--- config.mk ---
export PLATFORM = sky130hd
export DESIGN_NAME = vector_terminal_byte_encoder_unit
export DESIGN_NICKNAME = d
export VERILOG_FILES = /design/src/design/vtbe_pkg.sv /design/src/design/vtbe_compose.sv /design/src/design/vtbe_serializer.sv /design/src/design/vector_terminal_byte_encoder_unit.sv
export SDC_FILE = /design/constraint.sdc
export NUM_CORES = 1
export LEC_CHECK = 0
export BUFFER_PORTS_ARGS = -buffer_cell sky130_fd_sc_hd__buf_4
export CORE_ASPECT_RATIO = 1.25
export CORE_MARGIN = 4
export CORE_UTILIZATION = 51
export DETAILED_ROUTE_END_ITERATION = 16
export PLACE_DENSITY = 0.77
export SETUP_SLACK_MARGIN = 0.05
export SYNTH_ARGS = -nofsm -noshare
export SYNTH_HDL_FRONTEND = slang
export SYNTH_SLANG_ARGS = --single-unit
--- constraint.sdc ---
create_clock -name aclk -period 3.6 [get_ports aclk]
set_input_delay 0.72 -clock aclk [delete_from_list [all_inputs] [get_ports aclk]]
set_output_delay 0.72 -clock aclk [all_outputs]
set_load 0.005 [all_outputs]
--- src/design/vtbe_pkg.sv ---
`default_nettype none

package vtbe_pkg;

    // Stream geometry
    localparam int COORD_W    = 14;
    localparam int COLOR_W    = 4;
    localparam int CMD_W      = 3;
    localparam int IN_BITS    = 4 * COORD_W + COLOR_W;
    localparam int IN_TDATA_W = ((IN_BITS + 7) / 8) * 8;
    localparam int PT_W       = 10;
    localparam int MAX_BYTES  = 9;
    localparam int CNT_W      = $clog2(MAX_BYTES + 1);
    localparam int CFG_IDX_W  = 2;

    typedef logic [7:0]                  octet_t;
    typedef logic [PT_W-1:0]             pt_t;
    typedef logic [CNT_W-1:0]            cnt_t;
    typedef logic [MAX_BYTES-1:0][7:0]   byte_list_t;
    typedef logic [3:0][7:0]             point_bytes_t;

    typedef enum logic [CMD_W-1:0] {
        CMD_LINE       = 3'd0,
        CMD_BEGIN_PAGE = 3'd1,
        CMD_END_PAGE   = 3'd2,
        CMD_SET_COLOR  = 3'd3,
        CMD_TEXT       = 3'd4,
        CMD_GRAPHICS   = 3'd5
    } cmd_e;

    // Configuration register indexes
    localparam logic [CFG_IDX_W-1:0] REG_IS_TERMINAL   = 2'd0;
    localparam logic [CFG_IDX_W-1:0] REG_DUAL_SCREEN   = 2'd1;
    localparam logic [CFG_IDX_W-1:0] REG_COLOR_ENABLED = 2'd2;

    typedef struct packed {
        logic is_terminal;
        logic dual_screen;
        logic color_enabled;
    } cfg_t;

    typedef struct packed {
        pt_t  prev_x;
        pt_t  prev_y;
        logic prev_valid;
        logic gfx_screen;
    } enc_state_t;

    // Control characters
    localparam octet_t CH_ETX   = 8'd3;
    localparam octet_t CH_BEL   = 8'd7;
    localparam octet_t CH_FF    = 8'd12;
    localparam octet_t CH_CAN   = 8'd24;
    localparam octet_t CH_ESC   = 8'd27;
    localparam octet_t CH_GS    = 8'd29;
    localparam octet_t CH_US    = 8'd31;
    localparam octet_t CH_M     = 8'd77;
    localparam octet_t CH_L     = 8'd76;
    localparam octet_t CH_LBRK  = 8'd91;
    localparam octet_t CH_QMARK = 8'd63;
    localparam octet_t CH_3     = 8'd51;
    localparam octet_t CH_8     = 8'd56;
    localparam octet_t CH_H     = 8'd104;

    // Address byte offsets
    localparam octet_t HI_OFS    = 8'd32;
    localparam octet_t LO_Y_OFS  = 8'd96;
    localparam octet_t LO_X_OFS  = 8'd64;
    localparam octet_t COLOR_OFS = 8'd48;

    // Four address bytes of a point, element 0 goes out first
    function automatic point_bytes_t point_bytes(pt_t x, pt_t y);
        point_bytes_t b;
        b[0] = octet_t'(y[PT_W-1:5]) + HI_OFS;
        b[1] = octet_t'(y[4:0]) + LO_Y_OFS;
        b[2] = octet_t'(x[PT_W-1:5]) + HI_OFS;
        b[3] = octet_t'(x[4:0]) + LO_X_OFS;
        return b;
    endfunction

endpackage

`default_nettype wire

--- src/design/vtbe_compose.sv ---
`default_nettype none

// Builds the byte list for one request and the encoder state after it
module vtbe_compose #(
    parameter int COORD_SHIFT = 4
) (
    input  logic [vtbe_pkg::CMD_W-1:0]   cmd,
    input  logic [vtbe_pkg::COORD_W-1:0] start_x,
    input  logic [vtbe_pkg::COORD_W-1:0] start_y,
    input  logic [vtbe_pkg::COORD_W-1:0] end_x,
    input  logic [vtbe_pkg::COORD_W-1:0] end_y,
    input  logic [vtbe_pkg::COLOR_W-1:0] color_index,
    input  vtbe_pkg::cfg_t               cfg,
    input  vtbe_pkg::enc_state_t         state_cur,
    output vtbe_pkg::byte_list_t         bytes,
    output vtbe_pkg::cnt_t               count,
    output vtbe_pkg::enc_state_t         state_next
);
    import vtbe_pkg::*;

    logic [COORD_W-1:0] sx_w, sy_w, ex_w, ey_w;
    pt_t                sx, sy, ex, ey;
    point_bytes_t       start_pt, end_pt;
    logic               same_start;

    // Scale coordinates, keep the low address bits
    assign sx_w = start_x >> COORD_SHIFT;
    assign sy_w = start_y >> COORD_SHIFT;
    assign ex_w = end_x >> COORD_SHIFT;
    assign ey_w = end_y >> COORD_SHIFT;
    assign sx   = sx_w[PT_W-1:0];
    assign sy   = sy_w[PT_W-1:0];
    assign ex   = ex_w[PT_W-1:0];
    assign ey   = ey_w[PT_W-1:0];

    assign start_pt   = point_bytes(sx, sy);
    assign end_pt     = point_bytes(ex, ey);
    assign same_start = state_cur.prev_valid && (sx == state_cur.prev_x)
                        && (sy == state_cur.prev_y);

    always_comb begin
        bytes      = '0;
        count      = '0;
        state_next = state_cur;
        case (cmd_e'(cmd))
            CMD_LINE: begin
                if (same_start) begin
                    bytes[3:0] = end_pt;
                    count      = cnt_t'(4);
                end else begin
                    bytes[0]   = CH_GS;
                    bytes[4:1] = start_pt;
                    bytes[8:5] = end_pt;
                    count      = cnt_t'(9);
                end
                state_next.prev_x     = ex;
                state_next.prev_y     = ey;
                state_next.prev_valid = 1'b1;
            end
            CMD_BEGIN_PAGE: begin
                state_next.prev_valid = 1'b0;
            end
            CMD_END_PAGE: begin
                if (cfg.is_terminal) begin
                    bytes[0] = CH_BEL;
                    bytes[1] = CH_ESC;
                    bytes[2] = CH_FF;
                    count    = cnt_t'(3);
                end else begin
                    bytes[0] = CH_ESC;
                    bytes[1] = CH_FF;
                    count    = cnt_t'(2);
                end
            end
            CMD_SET_COLOR: begin
                if (cfg.color_enabled) begin
                    bytes[0] = CH_ESC;
                    bytes[1] = CH_M;
                    bytes[2] = CH_L;
                    bytes[3] = octet_t'(color_index) + COLOR_OFS;
                    count    = cnt_t'(4);
                end
            end
            CMD_TEXT: begin
                if (cfg.is_terminal && state_cur.gfx_screen) begin
                    state_next.gfx_screen = 1'b0;
                    if (cfg.dual_screen) begin
                        bytes[0] = CH_US;
                        bytes[1] = CH_CAN;
                        bytes[2] = CH_ESC;
                        bytes[3] = CH_ETX;
                        bytes[4] = CH_US;
                        bytes[5] = CH_CAN;
                        count    = cnt_t'(6);
                    end else begin
                        bytes[0] = CH_US;
                        count    = cnt_t'(1);
                    end
                end
            end
            CMD_GRAPHICS: begin
                if (cfg.is_terminal && !state_cur.gfx_screen) begin
                    state_next.gfx_screen = 1'b1;
                    if (cfg.dual_screen) begin
                        bytes[0] = CH_ESC;
                        bytes[1] = CH_LBRK;
                        bytes[2] = CH_QMARK;
                        bytes[3] = CH_3;
                        bytes[4] = CH_8;
                        bytes[5] = CH_H;
                        count    = cnt_t'(6);
                    end else begin
                        bytes[0] = CH_GS;
                        count    = cnt_t'(1);
                    end
                end
            end
            default: begin
                // unused codes: no bytes, no state change
            end
        endcase
    end

endmodule

`default_nettype wire

--- src/design/vtbe_serializer.sv ---
`default_nettype none

// Output shift register: sends a loaded byte list one byte per cycle while m_tready is high
module vtbe_serializer (
    input  logic                 aclk,
    input  logic                 aresetn,
    input  logic                 load,
    input  vtbe_pkg::byte_list_t bytes,
    input  vtbe_pkg::cnt_t       count,
    output logic                 free,
    output logic                 m_tvalid,
    input  logic                 m_tready,
    output logic [7:0]           m_tdata,   // [7:0] out_byte
    output logic                 m_tlast
);
    import vtbe_pkg::*;

    byte_list_t list_reg;
    cnt_t       rem_reg;
    logic       take;

    assign m_tvalid = (rem_reg != '0);
    assign m_tdata  = list_reg[0];
    assign m_tlast  = (rem_reg == cnt_t'(1));
    assign take     = m_tvalid && m_tready;
    // empty now, or the final byte leaves this cycle
    assign free     = !m_tvalid || (m_tlast && m_tready);

    always_ff @(posedge aclk) begin
        if (!aresetn) begin
            rem_reg <= '0;
        end else if (load) begin
            rem_reg <= count;
        end else if (take) begin
            rem_reg <= rem_reg - cnt_t'(1);
        end
    end

    always_ff @(posedge aclk) begin
        if (load) begin
            list_reg <= bytes;
        end else if (take) begin
            list_reg <= {8'h00, list_reg[MAX_BYTES-1:1]};
        end
    end

endmodule

`default_nettype wire

--- src/design/vector_terminal_byte_encoder_unit.sv ---
`default_nettype none

// Vector terminal byte encoder. Drawing requests (line, begin page, end page,
// set color, text mode, graphics mode) enter on the s_ stream and leave as the
// terminal's graphics byte stream on the m_ stream, one byte per transfer, with
// m_tlast on the final byte of each request; requests that produce nothing send
// no transfer. A request is taken into an input register and may be accepted
// while earlier bytes are still going out. A request is handed to the output
// shift register once the one before has sent its final byte or sends it in
// the same cycle. A request sends 9 bytes for a line whose start differs from
// the last point, 4 for a joined line and 0 to 6 for the other requests. That
// shift register sets the sustained rate. Configuration must be written only
// while the block is idle.
module vector_terminal_byte_encoder_unit #(
    parameter int COORD_SHIFT = 4
) (
    input  logic                                aclk,
    input  logic                                aresetn,
    input  logic                                s_tvalid,
    output logic                                s_tready,
    // [13:0] start_x, [27:14] start_y, [41:28] end_x, [55:42] end_y,
    // [59:56] color_index, [63:60] zero
    input  logic [vtbe_pkg::IN_TDATA_W-1:0]     s_tdata,
    input  logic [vtbe_pkg::CMD_W-1:0]          s_tuser,   // [2:0] command
    output logic                                m_tvalid,
    input  logic                                m_tready,
    output logic [7:0]                          m_tdata,   // [7:0] out_byte
    output logic                                m_tlast,   // last_byte
    input  logic                                cfg_wr_en,
    input  logic [vtbe_pkg::CFG_IDX_W-1:0]      cfg_index,
    input  logic                                cfg_wdata
);
    import vtbe_pkg::*;

    logic                  in_valid_reg;
    logic [CMD_W-1:0]      in_cmd_reg;
    logic [IN_TDATA_W-1:0] in_data_reg;
    cfg_t                  cfg_reg;
    enc_state_t            state_reg;
    enc_state_t            state_next;
    byte_list_t            bytes;
    cnt_t                  count;
    logic                  ser_free;
    logic                  load;

    // Input register hands over when the serializer can take the list
    assign load     = in_valid_reg && ser_free;
    assign s_tready = !in_valid_reg || load;

    always_ff @(posedge aclk) begin
        if (!aresetn) begin
            in_valid_reg <= 1'b0;
        end else if (s_tready) begin
            in_valid_reg <= s_tvalid;
        end
    end

    always_ff @(posedge aclk) begin
        if (s_tready && s_tvalid) begin
            in_cmd_reg  <= s_tuser;
            in_data_reg <= s_tdata;
        end
    end

    // Configuration registers
    always_ff @(posedge aclk) begin
        if (!aresetn) begin
            cfg_reg.is_terminal   <= 1'b1;
            cfg_reg.dual_screen   <= 1'b0;
            cfg_reg.color_enabled <= 1'b0;
        end else if (cfg_wr_en) begin
            case (cfg_index)
                REG_IS_TERMINAL:   cfg_reg.is_terminal   <= cfg_wdata;
                REG_DUAL_SCREEN:   cfg_reg.dual_screen   <= cfg_wdata;
                REG_COLOR_ENABLED: cfg_reg.color_enabled <= cfg_wdata;
                default: ;
            endcase
        end
    end

    // Last point and screen mode advance as each request is handed over
    always_ff @(posedge aclk) begin
        if (!aresetn) begin
            state_reg.prev_x     <= '0;
            state_reg.prev_y     <= '0;
            state_reg.prev_valid <= 1'b0;
            state_reg.gfx_screen <= 1'b1;
        end else if (load) begin
            state_reg <= state_next;
        end
    end

    vtbe_compose #(
        .COORD_SHIFT (COORD_SHIFT)
    ) u_compose (
        .cmd         (in_cmd_reg),
        .start_x     (in_data_reg[COORD_W-1:0]),
        .start_y     (in_data_reg[2*COORD_W-1:COORD_W]),
        .end_x       (in_data_reg[3*COORD_W-1:2*COORD_W]),
        .end_y       (in_data_reg[4*COORD_W-1:3*COORD_W]),
        .color_index (in_data_reg[4*COORD_W+COLOR_W-1:4*COORD_W]),
        .cfg         (cfg_reg),
        .state_cur   (state_reg),
        .bytes       (bytes),
        .count       (count),
        .state_next  (state_next)
    );

    vtbe_serializer u_serializer (
        .aclk     (aclk),
        .aresetn  (aresetn),
        .load     (load),
        .bytes    (bytes),
        .count    (count),
        .free     (ser_free),
        .m_tvalid (m_tvalid),
        .m_tready (m_tready),
        .m_tdata  (m_tdata),
        .m_tlast  (m_tlast)
    );

endmodule

`default_nettype wire

Word level (Yosys, flattened, before mapping)

Cells that the tools add are included.

Bits in registers: 165
Bits of input ports: 75
Output and inout bits: 11
Logic and storage cells: 96

Add/sub/neg operators: 10
Equal/unequal tests: 12
Mux-type cells: 29
Reductions and logical operators: 25

Operator list:

| operator                                                               | count |
|---|---|
| 72-bit two-way mux                                                     | 2 |
| 24-bit one-hot mux with 5 select lines                                 | 1 |
| 48-bit two-way mux                                                     | 2 |
| 32-bit two-way mux                                                     | 2 |
| 16-bit one-hot mux with 3 select lines                                 | 1 |
| 40-bit two-way mux                                                     | 1 |
| 39-bit two-way mux                                                     | 1 |
| 37-bit two-way mux                                                     | 1 |
| 5-bit by 7-bit adder with 8-bit output (second input constant)         | 4 |
| 8-bit one-hot mux with 4 select lines                                  | 1 |
| 5-bit by 6-bit adder with 7-bit output (second input constant)         | 4 |
| 24-bit two-way mux                                                     | 1 |
| 10-bit equality test                                                   | 2 |
| 4-bit one-hot mux with 5 select lines                                  | 1 |
| 4-bit two-way mux                                                      | 4 |
| 3-bit two-way mux                                                      | 5 |
| 13-bit two-way mux                                                     | 1 |
| 2-bit AND reduction                                                    | 5 |
| 1-bit logical AND                                                      | 8 |
| 4-bit by 6-bit adder with 7-bit output (second input constant)         | 1 |
| 3-bit by 2-bit equality test with 1-bit output (second input constant) | 2 |
| 3-bit equality test (second input constant)                            | 2 |
| 2-bit nonzero test                                                     | 3 |
| 4-bit by 1-bit equality test with 1-bit output (second input constant) | 1 |
| 13 further kinds                                                       | 20 |

Longest topological paths before layout

Depth after elaboration: 6
Mapped depth: 10
Gate-level depth less buffers: 8

Hierarchy

A second synthesis with hierarchy kept.

Cells, all modules: 629
Area total of the unflattened synthesis: 7805.0 sq um

Modules (own cells, without submodules):

| module                            | times used | cells each | area an instance (sq um) | sequential area each (sq um) |
|---|---|---|---|---|
| vtbe_serializer                   | 1          | 198        | 3330.7                   | 2242.2 |
| vector_terminal_byte_encoder_unit | 1          | 182        | 3036.7                   | 2412.3 |
| vtbe_compose                      | 1          | 249        | 1437.6                   | 0.0 |

Worst setup path after synthesis

No wires, ideal clock.

Path type: input -> register
From: in m_tready
To: reg in_cmd_reg[0], enable pin
Setup time: 0.467 ns
Arrival: 3.281 ns
Required time: 3.133 ns
Slack: -0.148 ns
Stages on the path: 3
Buffers on the path: 0
Path through: a21o_1 -> nand2_1 -> a21oi_1

Cells in the longest elaborated chain, start to end: 5

RTL lines:

| item                   | RTL line                                | source |
|---|---|---|
| start: declaration     | vector_terminal_byte_encoder_unit.sv:26 | `input logic m_tready,` |
| 1-bit logical AND      | vtbe_serializer.sv:27                   | `assign free = !m_tvalid \|\| (m_tlast && m_tready);` |
| 1-bit logical OR       | vtbe_serializer.sv:27                   |  |
| 1-bit logical AND      | vector_terminal_byte_encoder_unit.sv:47 | `assign load = in_valid_reg && ser_free;` |
| 1-bit logical OR       | vector_terminal_byte_encoder_unit.sv:48 | `assign s_tready = !in_valid_reg \|\| load;` |
| 1-bit logical AND      | vector_terminal_byte_encoder_unit.sv:59 | `if (s_tready && s_tvalid) begin` |
| end signal: assignment | vector_terminal_byte_encoder_unit.sv:60 | `in_cmd_reg <= s_tuser;` |
| end: declaration       | vector_terminal_byte_encoder_unit.sv:36 | `logic [CMD_W-1:0] in_cmd_reg;` |

No other way between the ends.
A chain may end at the register's enable or synchronous reset.

Final worst setup path

From: reg in_data_reg[9]
To: reg u_serializer.list_reg[36] in the netlist's numbering (data pin)

Cells in the longest elaborated chain, start to end: 6

RTL lines:

| item                                   | RTL line                                | source |
|---|---|---|
| start: declaration                     | vector_terminal_byte_encoder_unit.sv:37 | `logic [IN_TDATA_W-1:0] in_data_reg;` |
| start signal: assignment               | vector_terminal_byte_encoder_unit.sv:61 | `in_data_reg <= s_tdata;` |
| 10-bit equality test                   | vtbe_compose.sv:38                      | `assign same_start = state_cur.prev_valid && (sx == state_cur.prev_x)` |
| 1-bit logical AND                      | vtbe_compose.sv:38                      |  |
| 1-bit logical AND                      | vtbe_compose.sv:39                      | `&& (sy == state_cur.prev_y);` |
| 40-bit two-way mux                     | vtbe_compose.sv:47                      | `if (same_start) begin` |
| 16-bit one-hot mux with 3 select lines | vtbe_compose.sv:45                      | `case (cmd_e'(cmd))` |
| 72-bit two-way mux                     | vtbe_serializer.sv:40                   | `if (load) begin` |
| end signal: assignment                 | vtbe_serializer.sv:41                   | `list_reg <= bytes;` |
| end signal: assignment                 | vtbe_serializer.sv:43                   | `list_reg <= {8'h00, list_reg[MAX_BYTES-1:1]};` |
| end: declaration                       | vtbe_serializer.sv:18                   | `byte_list_t list_reg;` |

No other way between the ends.

==> summary.md <==
| Metric | Value |
|---|---|
| Status | complete, no violations |
| Flop pwr share | a little under half |
| Largest net degree at the start of global routing | 48 |
| Cell variety after synth | 52 |
| Number of core rows | 43 |
| Leakage | 2.62 nW |
| Clock Latency Late Sink | 0.43 ns |
| PwrDens | ~780 nW/um^2 |
| RSZ-0062 raised after global routing | no |
| Reg2Reg Depth | 6 |
| CTS tree | built |
| Finished Core Util | 63.3% |
| Vias | between 4000 and 5000 |
| Yosys top cell area share | between 50 and 60% |
| Worst setup path startpoint | in_data_reg[9]$_DFFE_PP_ |
| RD Place Congestion | a little over 0.9 |
| Clk sinks | roughly 140 |
| Die ar. | around 13000 um^2 |
| Slew Limit Fails | 0 |
| P_int | around 4.0 mW |
| Crit-path cells | xnor2_1 -> nand4_1 -> or4_1 -> o21ai_4 -> inv_2 -> a221o_1 |
| Syn nets | around 580 |
| Vias in the first global route | 4198 |
| Ant diodes | 0 |
| Leading area contributor after synthesis | edfxtp_1 |
| Wire per inst | roughly 20 um |
| CP Capture Point | u_serializer.list_reg[36]$_DFFE_PP_ |
| Total power | roughly 5.6 mW |
| Reg2reg end | u_serializer.list_reg[36]$_DFFE_PP_ |
| Iteration-0 DRC Markers | around 360 |
| CTS Buf Count | 17 |
| CP Class | register to register |
| H-tree levels | 4 |
| Share of layout cells above drive strength 1 | 19.9% |
| Mean area per synthesized cell | 12.0 um^2 |
| Starting Density | approximately 53% |
| Top FF cell, synth | edfxtp_1 |
| Cell count after synthesis | 498 |
| ANT nets after route | 0 |
| Core Box Area | about 11000 um^2 |
| Critical path depth in cells | 6 |
| Post-synth EDFFs | around 110 |
| Chip Width | approximately 100 um |
| WP buf/inv | 1 |
| Cts repair resizes | 0 |
| Setup bufs post-CTS | 0 |
| Synth Warn # | 0 |
| Worst Path Arrival | 2.77 ns |
| Number of fill cells | 871 |
| Sequential share of the synthesized area | between 60% and 70% |
| Crit start category | register |
| Nets | ~630 |
| Worst-margin pin slew | 0.924 ns |
| Clock root cell | clkbuf_16 |
| CTS Hold Bufs | 0 |
| P_sw | between 1.5 and 2 mW |
| Post-synthesis cell area | a little under 6000 um^2 |
| Worst Skew | between 0.008 and 0.009 ns |
| Cell family with most CP delay | simple AND/OR/NAND/NOR gates |
| Final min period | 2.61 ns |
| First-pass GRT wire length | approximately 22000 um |
| Top post-synthesis cells by area | edfxtp_1 (54%), dfxtp_1 (10%), nand2_1 (5.0%) |
| Setup tns final | 0 ns |
| Period utilisation layout | just over 70% |
| Hpwl dp | roughly 9400 um |
| Crit Path Max Fanout | 29 |
| Logic pwr share | between 20% and 30% |
| Multi-input logic area | between 1500 and 2000 um^2 |
| Critical Path RT | between 3 and 4 ns |
| Sequential Area | 3840 um^2 |
| Commonest non-fill, non-tap cell in the layout | edfxtp_1 |
| Max Freq | between 0.3 and 0.4 GHz |
| Worst Setup End Kind | register |
| Clk pwr share | between 30% and 40% |
| Antenna violations before repair | 0 |
| Commonest non-fill, non-tap cells in the layout | edfxtp_1 (108), nand2_1 (80), buf_4 (72), a21oi_1 (44), dfxtp_1 (30) |
| Drt total wl | around 14000 um |
| Slowest CP cell | or4_1 |
| Max reg flops | 54 |
| Clk slew on worst S/H paths | around 0.06 ns |
| Drt first pass iters | 6 |
| Placed cells | 670 |
| Chip height | 129 um |
| Total grt overflow | 0 |
| R2r startpoint | in_data_reg[9]$_DFFE_PP_ |
| Clock Path Buffers | 2 |
| Sw frac | around 28% |
| DRC | 0 |
| Synth async-reset ratio | 0% |
| Gr usage total | approximately 21% |
| Vias per std cell | between 6 and 7 |
| Area Growth Syn to Fin | 19.4% |
| VDD IR max | 336 uV |
| Setup slack, reg-to-reg | 0.99 ns |
| Min-Delay Path Class | register to register |
| CP max stage delay | 0.73 ns |
| Final Hold Viols | 0 |
| Worst slew margin | between 30% and 40% |
| Setup Viol. Count Final | 0 |
| Fin cells | about 700 |
| I/O Pins | 86 |
| Number of max-cap violations | 0 |
| PortBufs | 64 |
| Synthesized flop and latch total | between 100 and 150 |
-- power by group through the flow --
stage | Sequential [mW] | Combinational, mW | Clock [mW]
after global placement | 2.58 | 1.17 | 0
after global routing | 2.62 | 1.35 | 1.86
after floorplan | 2.53 | 0.885 | 0
after detailed placement | 2.60 | 1.21 | 0
after CTS | 2.58 | 1.23 | 1.79
final | 2.58 | 1.23 | 1.76
-- layout make-up --
cell class | count | area share [%]
Clock buffer | 20 | 6.42
Inverter | 21 | 1.11
Tap cell | 135 | 2.37
Clock inverter | 12 | 2.06
Multi-Input combinational cell | 303 | 26.2
Timing Repair Buffer | 73 | 7.87
Sequential cell | 138 | 54.0
-- per-layer routing --
layer | vias to the layer above | wire, um | GRT usage [%]
met5 | - | 0 | 0
met4 | 0 | 522 | 11.3
met3 | 41 | 964 | 5.22
met2 | 194 | 7120 | 36.3
met1 | 2080 | 5410 | 25.7
li1 | 1948 | - | -
-- logic make-up (layout without fill, tap and decap cells) --
kind of cell | count (synthesis) | in the layout | share of synthesized area [%]
buf+inv | 57 | 126 | 4.43
other cells | 1 | 1 | 0.0629
fa+ha+maj | 2 | 2 | 0.420
mux | 6 | 6 | 1.03
xor+xnor | 23 | 23 | 3.38
simple gates | 148 | 148 | 11.8
compound gates | 123 | 123 | 14.4
flops | 138 | 138 | 64.5
-- synthesized netlist by cell type (4+ instances only) --
master and n:
a21o_1 7, inv_1 19, nand4_1 13, dfxtp_1 30
clkbuf_1 21, a22o_1 15, buf_4 8, nand2_1 80
o221ai_1 9, a31oi_1 11, and2_1 10, o211ai_1 7
o21ai_0 8, nand3_1 4, or3_1 4, buf_2 4
xnor2_1 21, a21oi_1 45, a221o_1 12, mux2i_1 5
edfxtp_1 108, nor2_1 13
-- worst min-delay path: cells and delay by family (launching register included) --
| family | cells | cell delay, ns |
|---|---|---|
| flops | 1 | 0.31 |
| compound gates | 1 | 0.05 |
| simple gates | 1 | 0.05 |
-- through the flow --
step,hold WS (ns),setup WS (ns),instance area [um^2]
finish,0.464,0.992,7120
global route,0.456,0.867,7120
CTS,0.457,0.998,7120
detailed placement,0.459,1.02,6520
global placement,0.455,1.06,6520
floorplan,0.449,0.704,5960
-- how the worst min path moves through the flow --
stage / start / endpoint / slack, ns / cells past startpoint
after floorplan: state_reg[10]$_SDFFE_PN0P_ / state_reg[10]$_SDFFE_PN0P_ / 0.45 / 2
final: state_reg[15]$_SDFFE_PN0P_ / state_reg[15]$_SDFFE_PN0P_ / 0.46 / 2
after global placement: state_reg[8]$_SDFFE_PN0P_ / state_reg[8]$_SDFFE_PN0P_ / 0.46 / 2
after detailed placement: state_reg[15]$_SDFFE_PN0P_ / state_reg[15]$_SDFFE_PN0P_ / 0.46 / 2
after global routing: s_tdata[48] / in_data_reg[48]$_DFFE_PP_ / 0.46 / 1
after CTS: s_tdata[52] / in_data_reg[52]$_DFFE_PP_ / 0.46 / 1
No activity file was read; power rests on OpenSTA's default activity.
